[src/hw/rtl/mexp_pkg.sv]
// ----------------------------------------------------------------------------
// mexp_pkg
// Shared types and constants of the modular exponentiation core: register
// indexes, multiplier operation codes, controller state encoding and the
// command/status bundles between controller and datapath.
// ----------------------------------------------------------------------------
package mexp_pkg;

	// fixed field widths
	localparam int unsigned BASE_W    = 32;
	localparam int unsigned RESULT_W  = 32;
	localparam int unsigned CFG_W     = 32;
	localparam int unsigned CFG_IDX_W = 8;

	// one multiplier pass walks every bit of its b operand
	localparam int unsigned MUL_STEPS = BASE_W;
	localparam int unsigned MUL_CNT_W = $clog2(MUL_STEPS);

	// configuration register indexes
	localparam logic [CFG_IDX_W-1:0] REG_EXPONENT = CFG_IDX_W'(0);
	localparam logic [CFG_IDX_W-1:0] REG_MODULUS  = CFG_IDX_W'(1);

	// what a multiplier pass computes and where its product goes
	typedef enum logic [1:0] {
		MUL_REDUCE = 2'd0, // sq  = base * 1 mod m
		MUL_ACC    = 2'd1, // acc = acc * sq mod m
		MUL_SQR    = 2'd2  // sq  = sq * sq mod m
	} mul_op_t;

	// controller states
	typedef enum logic [6:0] {
		S_IDLE     = 7'b0000001,
		S_REDUCE   = 7'b0000010,
		S_RED_WAIT = 7'b0000100,
		S_BIT      = 7'b0001000,
		S_ACC_WAIT = 7'b0010000,
		S_SQR_WAIT = 7'b0100000,
		S_FINISH   = 7'b1000000
	} mexp_state_t;

	// controller to datapath
	typedef struct packed {
		logic    load;      // capture base, exponent, init accumulator
		logic    mul_start; // launch a multiplier pass
		mul_op_t mul_op;    // operation of that pass
		logic    shift_exp; // drop the exponent lsb
		logic    out_load;  // move accumulator to the output register
	} mexp_cmd_t;

	// datapath to controller
	typedef struct packed {
		logic mod_zero; // modulus register is zero
		logic exp_zero; // no exponent bits left
		logic exp_lsb;  // current exponent bit
		logic mul_busy; // multiplier pass running
		logic mul_done; // multiplier pass finished, product written
		logic out_free; // output register can take a new item
	} mexp_stat_t;

endpackage

[src/hw/rtl/mexp_mulmod.sv]
// ----------------------------------------------------------------------------
// mexp_mulmod
// Bit-serial interleaved modular multiplier: a * b mod m, one bit of b per
// cycle, msb first, with two conditional subtractions per step.
// ----------------------------------------------------------------------------
module mexp_mulmod #(
	parameter int unsigned W = 32
) (
	input  logic                         clk,
	input  logic                         arst_n,
	input  logic                         start,
	input  logic [W-1:0]                 a,
	input  logic [mexp_pkg::BASE_W-1:0]  b,
	input  logic [W-1:0]                 m,
	output logic                         busy,
	output logic                         done,
	output logic [W-1:0]                 product
);
	import mexp_pkg::*;

	localparam logic [MUL_CNT_W-1:0] CNT_LAST = MUL_CNT_W'(MUL_STEPS - 1);

	logic [W-1:0]         r_q;
	logic [W-1:0]         a_q;
	logic [BASE_W-1:0]    b_q;
	logic [MUL_CNT_W-1:0] cnt_q;
	logic                 busy_q;
	logic                 done_q;

	logic [W:0] m_ext;
	logic [W:0] dbl;
	logic [W:0] dbl_red;
	logic [W:0] sum;
	logic [W:0] sum_red;

	// one step: r = 2r mod m, then r = r + a*bit mod m
	always_comb begin
		m_ext   = {1'b0, m};
		dbl     = {r_q, 1'b0};
		dbl_red = (dbl >= m_ext) ? dbl - m_ext : dbl;
		sum     = dbl_red + (b_q[BASE_W-1] ? {1'b0, a_q} : '0);
		sum_red = (sum >= m_ext) ? sum - m_ext : sum;
	end

	// step counter and handshake to the datapath
	always_ff @(posedge clk or negedge arst_n) begin
		if (!arst_n) begin
			busy_q <= 1'b0;
			done_q <= 1'b0;
			cnt_q  <= '0;
		end else begin
			done_q <= 1'b0;
			if (start) begin
				busy_q <= 1'b1;
				cnt_q  <= CNT_LAST;
			end else if (busy_q) begin
				cnt_q <= cnt_q - 1'b1;
				if (cnt_q == '0) begin
					busy_q <= 1'b0;
					done_q <= 1'b1;
				end
			end
		end
	end

	// operand and partial remainder registers
	always_ff @(posedge clk) begin
		if (start) begin
			r_q <= '0;
			a_q <= a;
			b_q <= b;
		end else if (busy_q) begin
			r_q <= sum_red[W-1:0];
			b_q <= {b_q[BASE_W-2:0], 1'b0};
		end
	end

	assign busy    = busy_q;
	assign done    = done_q;
	assign product = r_q;

	// a pass ends only after it ran
	a_done_after_busy: assert property (@(posedge clk) disable iff (!arst_n)
		done_q |-> $past(busy_q))
		else $error("mulmod done without a running pass");

	// a launched pass is running in the next cycle
	a_start_busy: assert property (@(posedge clk) disable iff (!arst_n)
		start |=> busy_q)
		else $error("mulmod start did not raise busy");

endmodule

[src/hw/rtl/mexp_datapath.sv]
// ----------------------------------------------------------------------------
// mexp_datapath
// Configuration registers, exponent shift register, accumulator and running
// square, the shared modular multiplier and the output register.
// ----------------------------------------------------------------------------
module mexp_datapath #(
	parameter int unsigned MOD_WIDTH = 32,
	parameter int unsigned EXP_WIDTH = 32
) (
	input  logic                            clk,
	input  logic                            arst_n,
	input  logic                            cfg_wr_en,
	input  logic [mexp_pkg::CFG_IDX_W-1:0]  cfg_index,
	input  logic [mexp_pkg::CFG_W-1:0]      cfg_data,
	input  logic [mexp_pkg::BASE_W-1:0]     base_value,
	input  logic                            out_stall,
	output logic                            out_valid,
	output logic [mexp_pkg::RESULT_W-1:0]   result,
	input  mexp_pkg::mexp_cmd_t             cmd,
	output mexp_pkg::mexp_stat_t            stat
);
	import mexp_pkg::*;

	// the exponent register is never wider than its 32-bit port
	localparam int unsigned EXP_BITS = (EXP_WIDTH < CFG_W) ? EXP_WIDTH : CFG_W;

	logic [EXP_BITS-1:0]  exp_cfg_q;
	logic [MOD_WIDTH-1:0] mod_cfg_q;
	logic [EXP_BITS-1:0]  exp_q;
	logic [BASE_W-1:0]    base_q;
	logic [MOD_WIDTH-1:0] acc_q;
	logic [MOD_WIDTH-1:0] sq_q;
	mul_op_t              op_q;
	logic [RESULT_W-1:0]  result_q;
	logic                 out_valid_q;

	logic [MOD_WIDTH-1:0] mul_a;
	logic [BASE_W-1:0]    mul_b;
	logic                 mul_busy;
	logic                 mul_done;
	logic [MOD_WIDTH-1:0] mul_p;

	// configuration registers
	always_ff @(posedge clk or negedge arst_n) begin
		if (!arst_n) begin
			exp_cfg_q <= '0;
			mod_cfg_q <= MOD_WIDTH'(1);
		end else if (cfg_wr_en) begin
			unique case (cfg_index)
				REG_EXPONENT: exp_cfg_q <= cfg_data[EXP_BITS-1:0];
				REG_MODULUS:  mod_cfg_q <= cfg_data[MOD_WIDTH-1:0];
				default: ;
			endcase
		end
	end

	// multiplier operand select
	always_comb begin
		case (cmd.mul_op)
			MUL_REDUCE: begin
				mul_a = MOD_WIDTH'(1);
				mul_b = base_q;
			end
			MUL_ACC: begin
				mul_a = acc_q;
				mul_b = BASE_W'(sq_q);
			end
			default: begin
				mul_a = sq_q;
				mul_b = BASE_W'(sq_q);
			end
		endcase
	end

	mexp_mulmod #(
		.W(MOD_WIDTH)
	) u_mulmod (
		.clk     (clk),
		.arst_n  (arst_n),
		.start   (cmd.mul_start),
		.a       (mul_a),
		.b       (mul_b),
		.m       (mod_cfg_q),
		.busy    (mul_busy),
		.done    (mul_done),
		.product (mul_p)
	);

	// working registers: exponent bits, accumulator, running square
	always_ff @(posedge clk) begin
		if (cmd.load) begin
			base_q <= base_value;
			exp_q  <= exp_cfg_q;
			// 1 mod m, and 0 for the zero-modulus guard
			acc_q  <= (mod_cfg_q > MOD_WIDTH'(1)) ? MOD_WIDTH'(1) : '0;
		end else if (cmd.shift_exp) begin
			exp_q <= exp_q >> 1;
		end
		if (cmd.mul_start) begin
			op_q <= cmd.mul_op;
		end
		if (mul_done) begin
			if (op_q == MUL_ACC) begin
				acc_q <= mul_p;
			end else begin
				sq_q <= mul_p;
			end
		end
	end

	// output register, parts the result from the next item
	always_ff @(posedge clk or negedge arst_n) begin
		if (!arst_n) begin
			out_valid_q <= 1'b0;
		end else if (cmd.out_load) begin
			out_valid_q <= 1'b1;
		end else if (!out_stall) begin
			out_valid_q <= 1'b0;
		end
	end

	always_ff @(posedge clk) begin
		if (cmd.out_load) begin
			result_q <= RESULT_W'(acc_q);
		end
	end

	assign out_valid = out_valid_q;
	assign result    = result_q;

	always_comb begin
		stat.mod_zero = (mod_cfg_q == '0);
		stat.exp_zero = (exp_q == '0);
		stat.exp_lsb  = exp_q[0];
		stat.mul_busy = mul_busy;
		stat.mul_done = mul_done;
		stat.out_free = !out_valid_q || !out_stall;
	end

	// a waiting result is never overwritten
	a_out_no_overwrite: assert property (@(posedge clk) disable iff (!arst_n)
		cmd.out_load |-> !(out_valid_q && out_stall))
		else $error("output register overwritten while stalled");

endmodule

[src/hw/rtl/mexp_ctrl.sv]
// ----------------------------------------------------------------------------
// mexp_ctrl
// Sequencer of the square-and-multiply loop: base reduction, then for each
// exponent bit an optional accumulate pass and a square pass.
// ----------------------------------------------------------------------------
module mexp_ctrl (
	input  logic                  clk,
	input  logic                  arst_n,
	input  logic                  in_valid,
	output logic                  in_stall,
	input  mexp_pkg::mexp_stat_t  stat,
	output mexp_pkg::mexp_cmd_t   cmd
);
	import mexp_pkg::*;

	mexp_state_t state_q;
	mexp_state_t state_d;

	// next state and commands
	always_comb begin
		state_d       = state_q;
		cmd.load      = 1'b0;
		cmd.mul_start = 1'b0;
		cmd.mul_op    = MUL_REDUCE;
		cmd.shift_exp = 1'b0;
		cmd.out_load  = 1'b0;
		unique case (state_q)
			S_IDLE: begin
				if (in_valid) begin
					cmd.load = 1'b1;
					state_d  = S_REDUCE;
				end
			end
			S_REDUCE: begin
				if (stat.mod_zero) begin
					state_d = S_FINISH;
				end else begin
					cmd.mul_start = 1'b1;
					cmd.mul_op    = MUL_REDUCE;
					state_d       = S_RED_WAIT;
				end
			end
			S_RED_WAIT: begin
				if (stat.mul_done) begin
					state_d = S_BIT;
				end
			end
			S_BIT: begin
				if (stat.exp_zero) begin
					state_d = S_FINISH;
				end else if (stat.exp_lsb) begin
					cmd.mul_start = 1'b1;
					cmd.mul_op    = MUL_ACC;
					state_d       = S_ACC_WAIT;
				end else begin
					cmd.mul_start = 1'b1;
					cmd.mul_op    = MUL_SQR;
					cmd.shift_exp = 1'b1;
					state_d       = S_SQR_WAIT;
				end
			end
			S_ACC_WAIT: begin
				if (stat.mul_done) begin
					cmd.mul_start = 1'b1;
					cmd.mul_op    = MUL_SQR;
					cmd.shift_exp = 1'b1;
					state_d       = S_SQR_WAIT;
				end
			end
			S_SQR_WAIT: begin
				if (stat.mul_done) begin
					state_d = S_BIT;
				end
			end
			S_FINISH: begin
				if (stat.out_free) begin
					cmd.out_load = 1'b1;
					state_d      = S_IDLE;
				end
			end
			default: state_d = S_IDLE;
		endcase
	end

	always_ff @(posedge clk or negedge arst_n) begin
		if (!arst_n) begin
			state_q <= S_IDLE;
		end else begin
			state_q <= state_d;
		end
	end

	assign in_stall = (state_q != S_IDLE);

	// a pass is launched only on an idle multiplier
	a_start_idle_mul: assert property (@(posedge clk) disable iff (!arst_n)
		cmd.mul_start |-> !stat.mul_busy)
		else $error("multiplier started while busy");

	// a finished product is only ever awaited in a wait state
	a_done_in_wait: assert property (@(posedge clk) disable iff (!arst_n)
		stat.mul_done |-> (state_q == S_RED_WAIT || state_q == S_ACC_WAIT ||
			state_q == S_SQR_WAIT))
		else $error("multiplier product arrived outside a wait state");

endmodule

[src/hw/rtl/modular_exponentiation_core.sv]
// Time from accept to result grows with each exponent bit up to the highest set one, and
// more with each set bit; a zero modulus skips the loop. The bit-serial multiplier sets the
// pace, and a stalled result can block the output.
// One item at a time: the next item is taken the cycle after the result enters the output
// register, which holds it while the consumer stalls.
// Reset (asynchronous, active low): exponent 0, modulus 1, no item in flight.
// ----------------------------------------------------------------------------
// modular_exponentiation_core
// Right-to-left binary square-and-multiply: result = base^exponent mod
// modulus, with exponent and modulus held in configuration registers.
// ----------------------------------------------------------------------------
module modular_exponentiation_core #(
	parameter int unsigned MOD_WIDTH = 32,
	parameter int unsigned EXP_WIDTH = 32
) (
	input  logic                            clk,
	input  logic                            arst_n,
	// configuration write port
	input  logic                            cfg_wr_en,
	input  logic [mexp_pkg::CFG_IDX_W-1:0]  cfg_index,
	input  logic [mexp_pkg::CFG_W-1:0]      cfg_data,
	// input item channel
	input  logic                            in_valid,
	output logic                            in_stall,
	input  logic [mexp_pkg::BASE_W-1:0]     base_value,
	// result item channel
	output logic                            out_valid,
	input  logic                            out_stall,
	output logic [mexp_pkg::RESULT_W-1:0]   result
);
	import mexp_pkg::*;

	mexp_cmd_t  cmd;
	mexp_stat_t stat;

	// loop sequencer
	mexp_ctrl u_ctrl (
		.clk      (clk),
		.arst_n   (arst_n),
		.in_valid (in_valid),
		.in_stall (in_stall),
		.stat     (stat),
		.cmd      (cmd)
	);

	// registers and modular multiplier
	mexp_datapath #(
		.MOD_WIDTH (MOD_WIDTH),
		.EXP_WIDTH (EXP_WIDTH)
	) u_datapath (
		.clk        (clk),
		.arst_n     (arst_n),
		.cfg_wr_en  (cfg_wr_en),
		.cfg_index  (cfg_index),
		.cfg_data   (cfg_data),
		.base_value (base_value),
		.out_stall  (out_stall),
		.out_valid  (out_valid),
		.result     (result),
		.cmd        (cmd),
		.stat       (stat)
	);

endmodule
[config.mk]
export PLATFORM = sky130hd
export DESIGN_NAME = modular_exponentiation_core
export DESIGN_NICKNAME = d
export VERILOG_FILES = /design/src/hw/rtl/mexp_pkg.sv /design/src/hw/rtl/mexp_mulmod.sv /design/src/hw/rtl/mexp_datapath.sv /design/src/hw/rtl/mexp_ctrl.sv /design/src/hw/rtl/modular_exponentiation_core.sv
export SDC_FILE = /design/constraint.sdc
export NUM_CORES = 1
export LEC_CHECK = 0
export BUFFER_PORTS_ARGS = -buffer_cell sky130_fd_sc_hd__buf_2
export CORE_ASPECT_RATIO = 0.6
export CORE_MARGIN = 4
export CORE_UTILIZATION = 67
export CTS_CLUSTER_SIZE = 12
export DETAILED_ROUTE_END_ITERATION = 8
export GPL_ROUTABILITY_DRIVEN = 0
export PLACE_DENSITY = 0.86
export SETUP_SLACK_MARGIN = 0.05
export SLEW_MARGIN = 20
export SYNTH_ARGS = -nofsm -noshare
export SYNTH_HDL_FRONTEND = slang
export SYNTH_HIERARCHICAL = 1
export SYNTH_SLANG_ARGS = --single-unit
[constraint.sdc]
create_clock -name clk -period 14.1 [get_ports clk]
set_clock_uncertainty 0.1 [all_clocks]
set_input_delay 0.705 -clock clk [delete_from_list [all_inputs] [get_ports clk]]
set_output_delay 0.705 -clock clk [all_outputs]
set_load 0.03 [all_outputs]
==> summary.md, run 1 <==
| Metric | Value |
|---|---|
| Die ar. | `around 32000 um2` |
| Critical R2R Capture | `u_datapath/u_mulmod/product[30]` |
| Synthesized area | `19450 um2` |
| CTS tree | `built` |
| Die Span Y | `~140 um` |
| R2r setup slk | `4.56 ns` |
| Initial cell density of the core | `0.6934` |
| Status | `finished, final reports clean` |
| Number of global-route vias before repair | `14700` |
| Overflow after GRT | `0` |
| Initial antenna violation count | `1` |
| DRC viols | `0` |
| Hold Path End | `u_datapath/base_q[13]` |
| I/O Buffers | `110` |
| Yosys warnings | `6` |
| Post-Syn Instances | `1836` |
| Max stage delay cell, worst path | `or4b_1` |
| Longest Clk Path Bufs | `3` |
| Final Cycle Share | `0.6769` |
| Crit Path Max Fanout | `31` |
| Max-cap violations | `0` |
| ANT cells | `0` |
| RSZ-0062 raised after global routing | `no` |
| Layout cell share with drive strength beyond 1 | `0.1911` |
| Largest net degree at the start of global routing | `67` |
| Slew Viols, Final | `0` |
| Vias after detailed routing | `about 15000` |
| Setup violators final | `0` |
| Launch point of the worst hold path | `base_value[13]` |
| Fin nets | `approximately 2100` |
| FF-to-FF path depth | `30` |
| Cts bufs inserted | `34` |
| Crit path kind | `flip-flop to flip-flop` |
| CTS resizes | `0` |
| Area Growth Syn to Fin | `8.980%` |
| H-tree levels | `2` |
| Pre-CTS setup slack | `4.767 ns` |
| Max_slew headroom | `0.2755` |
| Final Worst Setup Slack | `~4.6 ns` |
| Clock transition at path regs | `~0.060 ns` |
| Final wirelength | `slightly below 50000 um` |
| Pre-antenna DRT Iters | `8` |
| Setup bufs post-CTS | `0` |
| CP endpoint kind | `flip-flop` |
| Die width | `228.0 um` |
| Core area | `28050 um2` |
| CP peak stage delay | `~1.0 ns` |
| Ports | `111` |
| CTS sink cnt | `337` |
| Worst-Skew Late Latency | `about 0.53 ns` |
| First-pass GRT wire length | `just under 80000 um` |
| CTS root buf | `clkbuf_16` |
| Crit start category | `flip-flop` |
| Critical Path AT | `around 10 ns` |
| Hold_buf cts | `1` |
| Dpl hpwl | `approximately 36000 um` |
| Final ANT Viol Nets | `0` |
| FP Rows | `between 40 and 50` |
| Tmin final | `between 9 and 10 ns` |
| Min-delay worst type | `primary input to flip-flop` |
| DR vias/cell | `roughly 6.6` |
| Fmax | `104.8 MHz` |
| Setup TNS | `0 ns` |
| Hold-critical path depth | `1` |
| CP Data Required Time | `14.42 ns` |
| Fin. Hold Viols | `0` |
| Synth Net Count | `about 2000` |
| Mean post-synth cell area | `10.59 um2` |
| Total GRT Usage | `0.3029` |
| Reg2reg start | `u_datapath/mod_cfg_q[1]` |
| Drt initial violations | `2097` |
| WL/cell | `21.46 um` |
| Least-Margin Pin Slew | `around 1.1 ns` |
## worst max-delay path, delay by kind of cell, from the launching register on
family,cells,cell delay [ns]
AO/OA/AOI/OAI,11,3.14
AND/OR/NAND/NOR,14,4.20
adder cells (fa/ha/maj),3,1.03
buffers and inverters,1,0.17
flip-flops,1,0.56
XOR/XNOR,1,0.21
## area by class of cell
class,instances,area [um2]
Clock buffer,56,954.7
Clock inverter,4,22.52
Fill cell,1835,6854
Inverter,77,289.0
Multi-Input combinational cell,1336,9673
Sequential cell,337,9086
Tap cell,367,459.2
Timing Repair Buffer,126,711.9
## layout by cell type (no fill, tap or decap), types with 7 or more instances in the layout
cell type  instances
or2_2              7
a21oi_1           87
a21boi_0           7
a31oi_1            7
o221ai_1          13
mux2_4            60
buf_4             13
mux2_2            98
and4_1             7
o21bai_1          13
dfxtp_1           64
o21ai_0          136
edfxtp_1         194
inv_1             76
a311oi_1          17
and3_1            11
xor2_1            24
nand3_1           39
o31ai_1           11
o211ai_1          13
and2_1            41
clkbuf_16         35
clkbuf_1          21
a211oi_1          14
nand4_1           33
buf_2            109
dfrtp_1           77
nand2b_1          13
a21o_1            42
nor3_1            24
nor4_1            21
nand2_1          224
or3_1              7
nor2b_1           11
o21a_1            19
nor2_1            91
xnor2_1           50
ha_1              98
## routing by layer
layer,GRT usage,vias to the layer above,wire length (um)
met1,0.4423,7294,21470
met2,0.4691,780,21990
met3,0.06920,104,5063
li1,-,6920,-
met4,0.06823,2,897
met5,0,-,13
## state kept, by name (all words and copies together) (netlist names)
signal and cells:
u_ctrl/state_q 7, u_datapath/acc_q 32, u_datapath/base_q 32, u_datapath/exp_cfg_q 32, u_datapath/exp_q 32, u_datapath/mod_cfg_q 32, u_datapath/op_q 2, u_datapath/out_valid 1
u_datapath/result 32, u_datapath/sq_q 32, u_datapath/u_mulmod/a_q 32, u_datapath/u_mulmod/b_q 32, u_datapath/u_mulmod/busy 1, u_datapath/u_mulmod/cnt_q 5, u_datapath/u_mulmod/done 1, u_datapath/u_mulmod/product 32
## worst max-delay path by stage
| stage | endpoint | slack, ns | from | cells past startpoint |
|---|---|---|---|---|
| 2_1_floorplan | u_datapath/u_mulmod/product[30] | 6.49 | u_datapath/mod_cfg_q[3] | 34 |
| 3_3_place_gp | u_datapath/u_mulmod/product[0] | 5.13 | u_datapath/mod_cfg_q[1] | 31 |
| 3_5_place_dp | u_datapath/u_mulmod/product[0] | 4.77 | u_datapath/mod_cfg_q[1] | 30 |
| 4_1_cts | u_datapath/u_mulmod/product[0] | 4.57 | u_datapath/mod_cfg_q[1] | 30 |
| 5_1_grt | u_datapath/u_mulmod/product[30] | 4.08 | u_datapath/mod_cfg_q[1] | 30 |
| 6_report | u_datapath/u_mulmod/product[30] | 4.56 | u_datapath/mod_cfg_q[1] | 30 |
## stage by stage
| stage | hold slack (ns) | std cells | util | instance area (um2) |
|---|---|---|---|---|
| floorplan | 0.3094 | 1836 | - | 19450 |
| global placement | 0.3416 | 2239 | 0.7182 | 20150 |
| detailed placement | 0.3481 | 2240 | 0.7192 | 20170 |
| CTS | 0.2376 | 2301 | 0.7544 | 21160 |
| global route | 0.2377 | 2303 | 0.7557 | 21200 |
| finish | 0.2544 | 2303 | 0.7557 | 21200 |
Power of run 1 is left out: the tool's default activity adds up to more than one toggle a clock period on the data nets, which glitch-free logic cannot reach.
==> run 2: changes to the inputs <==
--- a/config.mk
+++ b/config.mk
@@ -5,14 +5,15 @@
 export SDC_FILE = /design/constraint.sdc
 export NUM_CORES = 1
 export LEC_CHECK = 0
+export ABC_AREA = 1
 export BUFFER_PORTS_ARGS = -buffer_cell sky130_fd_sc_hd__buf_2
 export CORE_ASPECT_RATIO = 0.6
 export CORE_MARGIN = 4
-export CORE_UTILIZATION = 67
+export CORE_UTILIZATION = 62
 export CTS_CLUSTER_SIZE = 12
 export DETAILED_ROUTE_END_ITERATION = 8
 export GPL_ROUTABILITY_DRIVEN = 0
-export PLACE_DENSITY = 0.86
+export PLACE_DENSITY = 0.81
 export SETUP_SLACK_MARGIN = 0.05
 export SLEW_MARGIN = 20
 export SYNTH_ARGS = -nofsm -noshare
==> constraint.sdc (replaced) <==
create_clock -name clk -period 8.9 [get_ports clk]
set_clock_uncertainty 0.1 [all_clocks]
set_input_delay 0.445 -clock clk [delete_from_list [all_inputs] [get_ports clk]]
set_output_delay 0.445 -clock clk [all_outputs]
set_load 0.03 [all_outputs]
==> summary.md, run 2 <==
| Metric | Value |
|---|---|
| Die ar. | `36210 um2 (was 31910 um2)` |
| Initial cell density of the core | `0.6313 (was 0.6934)` |
| Worst-Skew Late Latency | `0.53 ns (about the same)` |
| CTS resizes | `0 (unchanged)` |
| Setup violators final | `0 (unchanged)` |
| CTS sink cnt | `337 (unchanged)` |
| CP Data Required Time | `9.27 ns (was 14.42 ns)` |
| Least-Margin Pin Slew | `1.147 ns (was 1.087 ns)` |
| Part of the power in registers | `0.246` |
| Pre-antenna DRT Iters | `9 (was 8)` |
| Fin. Hold Viols | `0 (unchanged)` |
| Hold_buf cts | `32 (was 1)` |
| Initial antenna violation count | `1 (unchanged)` |
| Clock transition at path regs | `0.06 ns (about the same)` |
| DRC viols | `0 (unchanged)` |
| WL/cell | `18.29 um (was 21.46 um)` |
| CTS tree | `built (unchanged)` |
| H-tree levels | `2 (unchanged)` |
| RSZ-0062 raised after global routing | `no (unchanged)` |
| Combinational power share | `0.611` |
| Max-cap violations | `0 (unchanged)` |
| Max_slew headroom | `0.2348 (was 0.2755)` |
| Clk pwr share | `0.143` |
| Sw Share | `0.5112` |
| CP endpoint kind | `flip-flop (unchanged)` |
| Fmax | `132.4 MHz (was 104.8 MHz)` |
| Sw Pwr | `about 5.0 mW` |
| Number of global-route vias before repair | `17670 (was 14700)` |
| Total GRT Usage | `0.3159 (was 0.3029)` |
| Min-delay worst type | `primary input to flip-flop (unchanged)` |
| Power Density | `between 400 and 500 nW/um2` |
| Die width | `243.0 um (was 228.0 um)` |
| CP peak stage delay | `0.63 ns (was 1.04 ns)` |
| Crit start category | `flip-flop (unchanged)` |
| Setup bufs post-CTS | `0 (unchanged)` |
| Fin nets | `2934 (was 2090)` |
| Status | `finished, final reports clean (unchanged)` |
| Drt initial violations | `2876 (was 2097)` |
| Synth Net Count | `2819 (was 2014)` |
| Mean post-synth cell area | `7.779 um2 (was 10.59 um2)` |
| Most common cell after layout, fill and taps aside | `nand2_1 (unchanged)` |
| Die Span Y | `149.0 um (was 140.0 um)` |
| I/O Buffers | `110 (unchanged)` |
| Final wirelength | `58650 um (was 49430 um)` |
| Final Cycle Share | `0.8484 (was 0.6769)` |
| Crit Path Max Fanout | `33 (was 31)` |
| ANT cells | `0 (unchanged)` |
| Overflow after GRT | `0 (unchanged)` |
| Most used cell, CP | `nand2_1` |
| Util after Layout | `0.6988 (was 0.7557)` |
| Layout cell share with drive strength beyond 1 | `0.1110 (was 0.1911)` |
| Most frequent cells in the layout | `nand2_1 (743), inv_1 (382), edfxtp_1 (194) (was nand2_1 (224), edfxtp_1 (194), o21ai_0 (136))` |
| Cts bufs inserted | `35 (was 34)` |
| Ports | `111 (unchanged)` |
| Max rail drop VDD | `slightly below 0.3 mV` |
| Final ANT Viol Nets | `0 (unchanged)` |
| Crit path kind | `flip-flop to flip-flop (unchanged)` |
| Cell Count, Final, Fillers Out | `3207 (was 2303)` |
| Dpl hpwl | `43590 um (was 35700 um)` |
| Tmin final | `7.551 ns (was 9.545 ns)` |
| Setup TNS | `0 ns (unchanged)` |
| First-pass GRT wire length | `92070 um (was 78450 um)` |
| R2r setup slk | `1.35 ns (was 4.56 ns)` |
| Leakage | `11.41 nW` |
| Longest Clk Path Bufs | `3 (unchanged)` |
| Largest net degree at the start of global routing | `74 (was 67)` |
| Slew Viols, Final | `0 (unchanged)` |
| DR vias/cell | `5.908 (was 6.557)` |
| Vias after detailed routing | `18950 (was 15100)` |
| P_int | `4.746 mW` |
| Yosys warnings | `6 (unchanged)` |
| Core area | `32540 um2 (was 28050 um2)` |
| Critical Path AT | `7.92 ns (was 9.86 ns)` |
| FP Rows | `51 (was 47)` |
| Dpl cells | `3110 (was 2240)` |
| CTS root buf | `clkbuf_16 (unchanged)` |
| Post-Syn Instances | `2641 (was 1836)` |
| Max stage delay cell, worst path | `nand4_4 (was or4b_1)` |
| Synthesized area | `20540 um2 (was 19450 um2)` |
| Area Growth Syn to Fin | `10.70% (was 8.980%)` |
==> run 2: worst paths after layout <==
check / startpoint / endpoint / cells past startpoint
setup / recovery: u_datapath/mod_cfg_q[14] / u_datapath/u_mulmod/product[3] / 35
hold / removal: base_value[8] / u_datapath/base_q[8] / 1
setup reg to reg: u_datapath/mod_cfg_q[14] / u_datapath/u_mulmod/product[3] / 35
hold reg to reg: u_datapath/acc_q[0] / u_datapath/result[0] / 0
max in group asynchronous: arst_n / u_datapath/mod_cfg_q[28] / 3
min in group asynchronous: arst_n / u_ctrl/state_q[3] / 2
==> run 2: layout make-up <==
type	count	area (um2)
Fill cell	2558	9801
Multi-Input combinational cell	1826	9574
Sequential cell	337	9086
Inverter	398	1494
Timing Repair Buffer	158	1006
Clock buffer	58	1003
Tap cell	424	530.5
Clock inverter	6	48.80
==> run 2: critical path, delay by kind of cell, from the launching register on <==
family          cells  cell delay (ns)
xor+xnor            1             0.31
flops               1             0.36
simple gates       21             3.89
compound gates      5             1.21
fa+ha+maj           3             1.12
buf+inv             5             0.48
==> run 2: layer usage <==
| layer | share of wire | GRT usage | up-vias |
|---|---|---|---|
| li1 | - | - | 8788 |
| met1 | 0.42 | 0.4575 | 8808 |
| met2 | 0.43 | 0.4746 | 1189 |
| met3 | 0.13 | 0.08227 | 162 |
| met4 | 0.026 | 0.08648 | 0 |
| met5 | 0 | 0 | - |
==> run 2: per-stage QoR <==
step / cell area, um2 / total power, mW / hold WS [ns] / setup slack, ns
floorplan: 20540 / 6.555 / 0.04941 / 3.739
detailed placement: 21350 / 8.006 / 0.2277 / 1.805
global route: 22740 / 10.33 / 0.003338 / 0.9151
CTS: 22720 / 9.463 / 0.0002107 / 1.750
global placement: 21350 / 7.820 / 0.2262 / 2.026
finish: 22740 / 9.709 / 0.007601 / 1.349
==> run 2: power by group through the flow <==
stage / Sequential, mW / Clock (mW) / Combinational (mW)
after global routing: 2.41 / 1.48 / 6.44
after floorplan: 2.32 / 0 / 4.24
after global placement: 2.39 / 0 / 5.43
final: 2.39 / 1.39 / 5.93
after CTS: 2.38 / 1.41 / 5.67
after detailed placement: 2.41 / 0 / 5.60
Note: power is estimated with default switching activity, not from simulation.
